===== config.mk =====
export PLATFORM = sky130hd
export DESIGN_NAME = sorted_key_table_core
export DESIGN_NICKNAME = d
export VERILOG_FILES = /design/src/sv/skt_pkg.sv /design/src/sv/skt_ram.sv /design/src/sv/skt_ctrl.sv /design/src/sv/skt_datapath.sv /design/src/sv/sorted_key_table_core.sv
export SDC_FILE = /design/constraint.sdc
export NUM_CORES = 1
export LEC_CHECK = 0
export ABC_AREA = 1
export BUFFER_PORTS_ARGS = -buffer_cell sky130_fd_sc_hd__buf_2
export CAP_MARGIN = 20
export CELL_PAD_IN_SITES_DETAIL_PLACEMENT = 1
export CELL_PAD_IN_SITES_GLOBAL_PLACEMENT = 2
export CORE_AREA = 2 2 289 263
export CTS_CLUSTER_DIAMETER = 60
export DETAILED_ROUTE_END_ITERATION = 6
export DIE_AREA = 0 0 291 265
export GPL_ROUTABILITY_DRIVEN = 0
export GPL_TIMING_DRIVEN = 0
export PLACE_DENSITY_LB_ADDON = 0.12
export SLEW_MARGIN = 10
export SYNTH_ARGS = -nofsm -noshare
export SYNTH_HDL_FRONTEND = slang
export SYNTH_SLANG_ARGS = --single-unit

===== constraint.sdc =====
create_clock -name clk -period 5.3 [get_ports clk]
set_clock_uncertainty 0.05 [all_clocks]
set_input_delay 1.06 -clock clk [delete_from_list [all_inputs] [get_ports clk]]
set_output_delay 1.06 -clock clk [all_outputs]
set_load 0.1 [all_outputs]

===== src/sv/skt_pkg.sv =====
// Types, codes and constants shared by the sorted key table modules.
package skt_pkg;

	localparam int KEY_W        = 32;
	localparam int CAPACITY_DEF = 16;
	localparam int COUNT_OUT_W  = 5;
	localparam int S_TDATA_W    = 32;
	localparam int M_TDATA_W    = 40;

	typedef enum logic [0:0] {
		OP_INSERT = 1'b0,
		OP_REMOVE = 1'b1
	} op_t;

	typedef enum logic [3:0] {
		ST_IDLE,
		ST_INS_CHK,
		ST_INS_EV,
		ST_REM_CHK,
		ST_REM_EV,
		ST_SH_CHK,
		ST_SH_EV,
		ST_FIN,
		ST_DONE
	} state_t;

	typedef enum logic [1:0] {
		ADDR_PREV,
		ADDR_SLOT,
		ADDR_NEXT,
		ADDR_HEAD
	} addr_sel_t;

	typedef enum logic [0:0] {
		WDATA_KEY,
		WDATA_RDATA
	} wdata_sel_t;

	typedef enum logic [2:0] {
		SLOT_HOLD,
		SLOT_COUNT,
		SLOT_ZERO,
		SLOT_INC,
		SLOT_DEC
	} slot_op_t;

	typedef enum logic [1:0] {
		CNT_HOLD,
		CNT_INC,
		CNT_DEC
	} cnt_op_t;

	typedef enum logic [1:0] {
		OK_HOLD,
		OK_SET,
		OK_CLR
	} ok_op_t;

	typedef struct packed {
		logic       load;
		slot_op_t   slot_op;
		logic       rd_en;
		addr_sel_t  rd_sel;
		logic       wr_en;
		wdata_sel_t wdata_sel;
		cnt_op_t    cnt_op;
		ok_op_t     ok_op;
		logic       out_load;
	} cmd_t;

	typedef struct packed {
		op_t  in_op;
		logic full;
		logic empty;
		logic slot_zero;
		logic slot_at_count;
		logic next_at_count;
		logic rd_ge_key;
		logic rd_eq_key;
		logic out_free;
	} status_t;

endpackage


===== src/sv/skt_ram.sv =====
// Generic simple dual-port RAM: one write port, one registered read port.
module skt_ram #(
	parameter int WIDTH = 32,
	parameter int DEPTH = 16
) (
	input  logic                     clk,
	input  logic                     we,
	input  logic [$clog2(DEPTH)-1:0] waddr,
	input  logic [WIDTH-1:0]         wdata,
	input  logic                     re,
	input  logic [$clog2(DEPTH)-1:0] raddr,
	output logic [WIDTH-1:0]         rdata
);

	logic [WIDTH-1:0] mem_q [DEPTH];
	logic [WIDTH-1:0] rdata_q;

	always_ff @(posedge clk) begin
		if (we) begin
			mem_q[waddr] <= wdata;
		end
		// hold the last read word while no read is issued
		if (re) begin
			rdata_q <= mem_q[raddr];
		end
	end

	assign rdata = rdata_q;

endmodule


===== src/sv/skt_ctrl.sv =====
// Sequencer for the sorted key table: scan, shift and respond.
module skt_ctrl (
	input  logic            clk,
	input  logic            arst_n,
	input  logic            s_tvalid,
	output logic            s_tready,
	input  skt_pkg::status_t status,
	output skt_pkg::cmd_t    cmd
);

	skt_pkg::state_t state_q;
	skt_pkg::state_t state_d;

	always_ff @(posedge clk or negedge arst_n) begin
		if (!arst_n) begin
			state_q <= skt_pkg::ST_IDLE;
		end else begin
			state_q <= state_d;
		end
	end

	always_comb begin
		state_d  = state_q;
		cmd      = '0;
		s_tready = 1'b0;
		case (state_q)
			skt_pkg::ST_IDLE: begin
				s_tready = 1'b1;
				if (s_tvalid) begin
					cmd.load = 1'b1;
					if (status.in_op == skt_pkg::OP_INSERT) begin
						if (status.full) begin
							cmd.ok_op = skt_pkg::OK_CLR;
							state_d   = skt_pkg::ST_FIN;
						end else begin
							cmd.slot_op = skt_pkg::SLOT_COUNT;
							state_d     = skt_pkg::ST_INS_CHK;
						end
					end else begin
						cmd.slot_op = skt_pkg::SLOT_ZERO;
						state_d     = skt_pkg::ST_REM_CHK;
					end
				end
			end
			skt_pkg::ST_INS_CHK: begin
				if (status.slot_zero) begin
					cmd.wr_en     = 1'b1;
					cmd.wdata_sel = skt_pkg::WDATA_KEY;
					cmd.cnt_op    = skt_pkg::CNT_INC;
					cmd.ok_op     = skt_pkg::OK_SET;
					state_d       = skt_pkg::ST_FIN;
				end else begin
					cmd.rd_en  = 1'b1;
					cmd.rd_sel = skt_pkg::ADDR_PREV;
					state_d    = skt_pkg::ST_INS_EV;
				end
			end
			skt_pkg::ST_INS_EV: begin
				cmd.wr_en = 1'b1;
				if (status.rd_ge_key) begin
					cmd.wdata_sel = skt_pkg::WDATA_RDATA;
					cmd.slot_op   = skt_pkg::SLOT_DEC;
					state_d       = skt_pkg::ST_INS_CHK;
				end else begin
					cmd.wdata_sel = skt_pkg::WDATA_KEY;
					cmd.cnt_op    = skt_pkg::CNT_INC;
					cmd.ok_op     = skt_pkg::OK_SET;
					state_d       = skt_pkg::ST_FIN;
				end
			end
			skt_pkg::ST_REM_CHK: begin
				if (status.slot_at_count) begin
					cmd.ok_op = skt_pkg::OK_CLR;
					state_d   = skt_pkg::ST_FIN;
				end else begin
					cmd.rd_en  = 1'b1;
					cmd.rd_sel = skt_pkg::ADDR_SLOT;
					state_d    = skt_pkg::ST_REM_EV;
				end
			end
			skt_pkg::ST_REM_EV: begin
				if (!status.rd_ge_key) begin
					cmd.slot_op = skt_pkg::SLOT_INC;
					state_d     = skt_pkg::ST_REM_CHK;
				end else if (status.rd_eq_key) begin
					state_d = skt_pkg::ST_SH_CHK;
				end else begin
					cmd.ok_op = skt_pkg::OK_CLR;
					state_d   = skt_pkg::ST_FIN;
				end
			end
			skt_pkg::ST_SH_CHK: begin
				if (status.next_at_count) begin
					cmd.cnt_op = skt_pkg::CNT_DEC;
					cmd.ok_op  = skt_pkg::OK_SET;
					state_d    = skt_pkg::ST_FIN;
				end else begin
					cmd.rd_en  = 1'b1;
					cmd.rd_sel = skt_pkg::ADDR_NEXT;
					state_d    = skt_pkg::ST_SH_EV;
				end
			end
			skt_pkg::ST_SH_EV: begin
				cmd.wr_en     = 1'b1;
				cmd.wdata_sel = skt_pkg::WDATA_RDATA;
				cmd.slot_op   = skt_pkg::SLOT_INC;
				state_d       = skt_pkg::ST_SH_CHK;
			end
			skt_pkg::ST_FIN: begin
				// fetch the head entry for the smallest key
				if (!status.empty) begin
					cmd.rd_en  = 1'b1;
					cmd.rd_sel = skt_pkg::ADDR_HEAD;
				end
				state_d = skt_pkg::ST_DONE;
			end
			skt_pkg::ST_DONE: begin
				if (status.out_free) begin
					cmd.out_load = 1'b1;
					state_d      = skt_pkg::ST_IDLE;
				end
			end
			default: begin
				state_d = skt_pkg::ST_IDLE;
			end
		endcase
	end

endmodule


===== src/sv/skt_datapath.sv =====
// Key store, scan slot, count and output register of the sorted key table.
module skt_datapath #(
	parameter int CAPACITY = skt_pkg::CAPACITY_DEF
) (
	input  logic                          clk,
	input  logic                          arst_n,
	input  logic [skt_pkg::S_TDATA_W-1:0] s_tdata,
	input  logic                          s_tuser,
	output logic                          m_tvalid,
	input  logic                          m_tready,
	output logic [skt_pkg::M_TDATA_W-1:0] m_tdata,
	output logic                          m_tuser,
	input  skt_pkg::cmd_t                 cmd,
	output skt_pkg::status_t              status
);

	localparam int AW = $clog2(CAPACITY);
	localparam int CW = $clog2(CAPACITY + 1);
	localparam int PAD_W = skt_pkg::M_TDATA_W - skt_pkg::COUNT_OUT_W - skt_pkg::KEY_W;

	logic signed [skt_pkg::KEY_W-1:0]       key_q;
	logic [CW-1:0]                          slot_q;
	logic [CW-1:0]                          count_q;
	logic                                   ok_q;
	logic                                   out_valid_q;
	logic                                   out_ok_q;
	logic [skt_pkg::COUNT_OUT_W-1:0]        out_count_q;
	logic [skt_pkg::KEY_W-1:0]              out_min_q;

	logic [CW-1:0]                          rd_slot;
	logic [CW:0]                            slot_next;
	logic [CW+skt_pkg::COUNT_OUT_W-1:0]     count_ext;
	logic [skt_pkg::KEY_W-1:0]              rdata;
	logic [skt_pkg::KEY_W-1:0]              wdata;

	always_comb begin
		case (cmd.rd_sel)
			skt_pkg::ADDR_PREV: rd_slot = slot_q - CW'(1);
			skt_pkg::ADDR_SLOT: rd_slot = slot_q;
			skt_pkg::ADDR_NEXT: rd_slot = slot_q + CW'(1);
			skt_pkg::ADDR_HEAD: rd_slot = '0;
			default:            rd_slot = '0;
		endcase
	end

	assign wdata = (cmd.wdata_sel == skt_pkg::WDATA_KEY) ? key_q : rdata;

	skt_ram #(
		.WIDTH (skt_pkg::KEY_W),
		.DEPTH (CAPACITY)
	) u_ram (
		.clk   (clk),
		.we    (cmd.wr_en),
		.waddr (slot_q[AW-1:0]),
		.wdata (wdata),
		.re    (cmd.rd_en),
		.raddr (rd_slot[AW-1:0]),
		.rdata (rdata)
	);

	assign slot_next = {1'b0, slot_q} + (CW+1)'(1);
	assign count_ext = {{skt_pkg::COUNT_OUT_W{1'b0}}, count_q};

	assign status.in_op         = skt_pkg::op_t'(s_tuser);
	assign status.full          = (count_q == CW'(CAPACITY));
	assign status.empty         = (count_q == '0);
	assign status.slot_zero     = (slot_q == '0);
	assign status.slot_at_count = (slot_q == count_q);
	assign status.next_at_count = (slot_next >= {1'b0, count_q});
	assign status.rd_ge_key     = ($signed(rdata) >= key_q);
	assign status.rd_eq_key     = (rdata == key_q);
	assign status.out_free      = !out_valid_q || m_tready;

	// payload registers
	always_ff @(posedge clk) begin
		if (cmd.load) begin
			key_q <= s_tdata[skt_pkg::KEY_W-1:0];
		end
		case (cmd.slot_op)
			skt_pkg::SLOT_COUNT: slot_q <= count_q;
			skt_pkg::SLOT_ZERO:  slot_q <= '0;
			skt_pkg::SLOT_INC:   slot_q <= slot_q + CW'(1);
			skt_pkg::SLOT_DEC:   slot_q <= slot_q - CW'(1);
			default:             slot_q <= slot_q;
		endcase
		case (cmd.ok_op)
			skt_pkg::OK_SET: ok_q <= 1'b1;
			skt_pkg::OK_CLR: ok_q <= 1'b0;
			default:         ok_q <= ok_q;
		endcase
		if (cmd.out_load) begin
			out_ok_q    <= ok_q;
			out_count_q <= count_ext[skt_pkg::COUNT_OUT_W-1:0];
			out_min_q   <= status.empty ? '0 : rdata;
		end
	end

	always_ff @(posedge clk or negedge arst_n) begin
		if (!arst_n) begin
			count_q     <= '0;
			out_valid_q <= 1'b0;
		end else begin
			case (cmd.cnt_op)
				skt_pkg::CNT_INC: count_q <= count_q + CW'(1);
				skt_pkg::CNT_DEC: count_q <= count_q - CW'(1);
				default:          count_q <= count_q;
			endcase
			if (cmd.out_load) begin
				out_valid_q <= 1'b1;
			end else if (m_tready) begin
				out_valid_q <= 1'b0;
			end
		end
	end

	assign m_tvalid = out_valid_q;
	assign m_tuser  = out_ok_q;
	assign m_tdata  = {{PAD_W{1'b0}}, out_min_q, out_count_q};

endmodule


===== src/sv/sorted_key_table_core.sv =====
// Top level of the sorted key table: sequencer plus key store datapath.
//
// Keeps up to CAPACITY signed 32-bit keys in ascending order in a RAM,
// duplicates allowed. Each input beat on the s_ channel carries one
// operation: s_tuser selects insert (0) or remove (1), s_tdata the key.
// An insert goes in front of the first stored key greater or equal and
// fails on a full table; a remove deletes one equal key or fails.
// Each operation yields exactly one m_ beat: m_tuser is the ok flag,
// m_tdata the count after the operation and the smallest stored key
// (zero when empty).
// One operation is worked on at a time. The key RAM has one read and one
// write port with a registered read, and the scan visits one entry per
// pass through a check state and an evaluate state. Reset clears the count
// and the output valid flag; the RAM contents need no clearing, so the
// block is ready to take a beat in the idle state that it enters at reset.
// The output register lets the next operation be accepted and worked on
// while a result still waits; if the receiver stalls, the finished
// operation holds in its last state until the result register frees.
module sorted_key_table_core #(
	parameter int CAPACITY = skt_pkg::CAPACITY_DEF
) (
	input  logic                          clk,
	input  logic                          arst_n,
	input  logic                          s_tvalid,
	output logic                          s_tready,
	input  logic [skt_pkg::S_TDATA_W-1:0] s_tdata,  // [31:0] key
	input  logic                          s_tuser,  // [0] operation
	output logic                          m_tvalid,
	input  logic                          m_tready,
	output logic [skt_pkg::M_TDATA_W-1:0] m_tdata,  // [4:0] entry_count, [36:5] smallest_key
	output logic                          m_tuser   // [0] ok
);

	skt_pkg::cmd_t    cmd;
	skt_pkg::status_t status;

	// sequencer: decide the next scan or shift step from the datapath status
	skt_ctrl u_ctrl (
		.clk      (clk),
		.arst_n   (arst_n),
		.s_tvalid (s_tvalid),
		.s_tready (s_tready),
		.status   (status),
		.cmd      (cmd)
	);

	// datapath: key RAM, scan slot, count and result register
	skt_datapath #(
		.CAPACITY (CAPACITY)
	) u_datapath (
		.clk      (clk),
		.arst_n   (arst_n),
		.s_tdata  (s_tdata),
		.s_tuser  (s_tuser),
		.m_tvalid (m_tvalid),
		.m_tready (m_tready),
		.m_tdata  (m_tdata),
		.m_tuser  (m_tuser),
		.cmd      (cmd),
		.status   (status)
	);

endmodule


==> results.cfg <==
[outcome]
status = finished, final reports clean

[cts]
clk_pin_slew_ps = 60
cts_sinks = 630
cts_tree = built
clockBufferDepth = 3
cts_resized = 0
htreeDepth = 3
ctsHoldBuffers = 0
clock_latency_ps = 620
cts_setup_buffers = 0
cts-root-buf = clkbuf_16
numCtsBuffers = 72

[synthesis]
ys_seq_area_share_pct = 67.6
synth_flop_cell = edfxtp_1
synthArstFlopShare_pct = 1.59
synth_top_area_share_pct = 66.7
synthCells = 2561
synth_common_cells = nand2_1, edfxtp_1, nand3_1
yosysMostFrequentCell = nand2_1
synth_enable_flop_cells = 620
syn_area_per_cell_um2 = 10.9
ys_ff_latch = 630
syn_area_um2 = 27900
yosysWarnings = 0
synthTopCellsByArea = edfxtp_1, nand2_1, nand3_1
ys_types = 44
synth_largest_area_cell = edfxtp_1

[sta]
hold_violations = 0
finalCritPeriodShare_pct = 86.9
setup_slack_ps = 696
final-max-slew-violation-count = 0
setup_viol = 0
fin_crit_ps = 4600
fmax_ghz = 0.217
rsz0062_at_grt = no
final.setup.tns_ps = 0
tightest_slew_ps = 993
slew_headroom_pct = 33.8

[routing]
viasPerCell = 5.35
finalWirelength_um = 93400
antenna_left = 0
wl_per_cell_um = 24.7
drcViolationCount = 0
vias = 20200
drtIter0Drc = 1500
first_pass_iters = 5

[setup_path]
start_kind = register
cp_cell_sequence = ha_1 -> nand2_1 -> nor2_1 -> nand2_1 -> nor4_4 -> nand2_1 -> nand2_1 -> nand2_1 -> nand3_2 -> nand2_4 -> nand2_2 -> clkbuf_2 -> nand2_1 -> nand2_1
cp_common_cell = nand2_1
critPathRequiredTime_ps = 5530
worst-path-max-fanout = 16
crit_type = register to register
slowest_stage = nand2_1
slowest_delay_ps = 650
crit_arrival_ps = 4830
end_kind = register

[finish]
fillCellCount = 7988
multiInputGateArea_um2 = 7970
area_delta_synth_final_pct = 17.1
seq_area_um2 = 18900
antenna_cells = 0
final_nets = 2838
drive_gt1_share_pct = 15.4

[die]
core_um2 = 74100
dieHeight_um = 265
dieArea_um2 = 77100
ioPinCount = 80
initial_utilization_pct = 37.7
die_x_um = 291
num_rows = 95

[global_route]
antenna_found_initial = 3
grt_usage_pct = 24.4
grt_max_degree = 23
gr-total-overflow = 0
grt_pass1_vias = 20800
grt_pass1_wl_um = 138000

[min_path]
hold_path.class = input port to async pin

[flow_run]
maxCapViolations = 0

[placed_design]
portBuffers = 76
post-dp-hpwl_um = 66400
place_worst_setup_slack_ps = 764
==> routing by layer <==
layer	GRT usage, %	up-vias	wire, um
met5	0	-	0
met4	6.46	0	2200
met3	3.19	129	4720
met2	40.2	499	44100
met1	34.0	10300	42400
li1	-	9297	-
==> cell families (layout without fill, tap and decap cells) <==
kind of cell	after synthesis	after routing	synth area share, %
AO/OA/AOI/OAI	83	83	1.59
XOR/XNOR	9	9	0.283
adder cells (fa/ha/maj)	47	47	2.11
buffers and inverters	279	520	4.71
flip-flops	630	630	67.6
other	1	3	0.0134
AND/OR/NAND/NOR	1512	1512	23.7
==> final timing paths <==
path                                             from                      endpoint  slack (ps)  depth (start not counted)
setup / recovery           u_datapath.u_ram.rdata[31]  u_datapath.u_ram.mem_q[0][0]         700                         14
hold / removal                                 arst_n         u_datapath.count_q[0]         260                          1
setup reg to reg           u_datapath.u_ram.rdata[31]  u_datapath.u_ram.mem_q[0][0]         700                         14
hold reg to reg                       u_datapath.ok_q            u_datapath.m_tuser         370                          0
max in group asynchronous                      arst_n             u_ctrl.state_q[1]        4740                          1
min in group clk                      u_datapath.ok_q            u_datapath.m_tuser         370                          0
==> worst max-delay path, delay by kind of cell (launching register included) <==
family        cells  cell delay (ps)
buf+inv           1              470
simple gates     12             2920
fa+ha+maj         1              370
flops             1              430
==> registers in the layout (all words and copies together), names as in the netlist, 4 cells and up <==
name and flops:
u_ctrl.state_q 4, u_datapath.out_count_q 5, u_datapath.key_q 32, u_datapath.slot_q 5, u_datapath.count_q 5, u_datapath.u_ram.rdata 32
u_datapath.out_min_q 32, u_datapath.u_ram.mem_q 512
==> metrics by stage <==
step | instances | utilization [%] | hold slack [ps] | cell area [um^2]
2_1_floorplan | 2563 | - | 350 | 27900
3_3_place_gp | 3609 | 39.8 | 351 | 29500
3_5_place_dp | 3650 | 41.1 | 356 | 30400
4_1_cts | 3774 | 44.1 | 229 | 32700
5_1_grt | 3774 | 44.1 | 250 | 32700
6_report | 3774 | 44.1 | 255 | 32700
==> cell type report <==
class                      count  share of cell area, %
multi-input combinational   1654                   24.4
sequential                   630                   57.8
tap                          970                   3.72
timing repair buffer         117                   3.26
clock buffer                  93                   5.89
inverter                     119                   1.37
clock inverter                31                  0.923
buffer                       160                   2.66
==> placed cells by master (no fill, tap or decap), types with 3 or more instances in the layout <==
cell type / instances
ha_1: 47
bufinv_16: 4
o21ai_0: 14
dfrtp_1: 10
edfxtp_1: 620
clkinv_2: 10
inv_1: 105
conb_1: 3
nand4_1: 8
nor2_1: 28
buf_1: 6
xor2_1: 6
a21oi_1: 26
buf_6: 10
clkbuf_1: 37
xnor2_1: 3
nor2_4: 19
clkbuf_16: 74
buf_8: 11
clkinv_1: 11
clkbuf_2: 3
nand2_1: 831
buf_2: 176
clkinv_8: 3
nand3_2: 4
nand2_2: 8
inv_2: 13
buf_16: 6
o21ai_2: 29
buf_12: 12
o21ai_1: 4
buf_4: 35
nand3_1: 595
nor3_1: 6
Power is not shown: default switching activity piles up to over one toggle a cycle in this logic, so the estimate is an artifact.
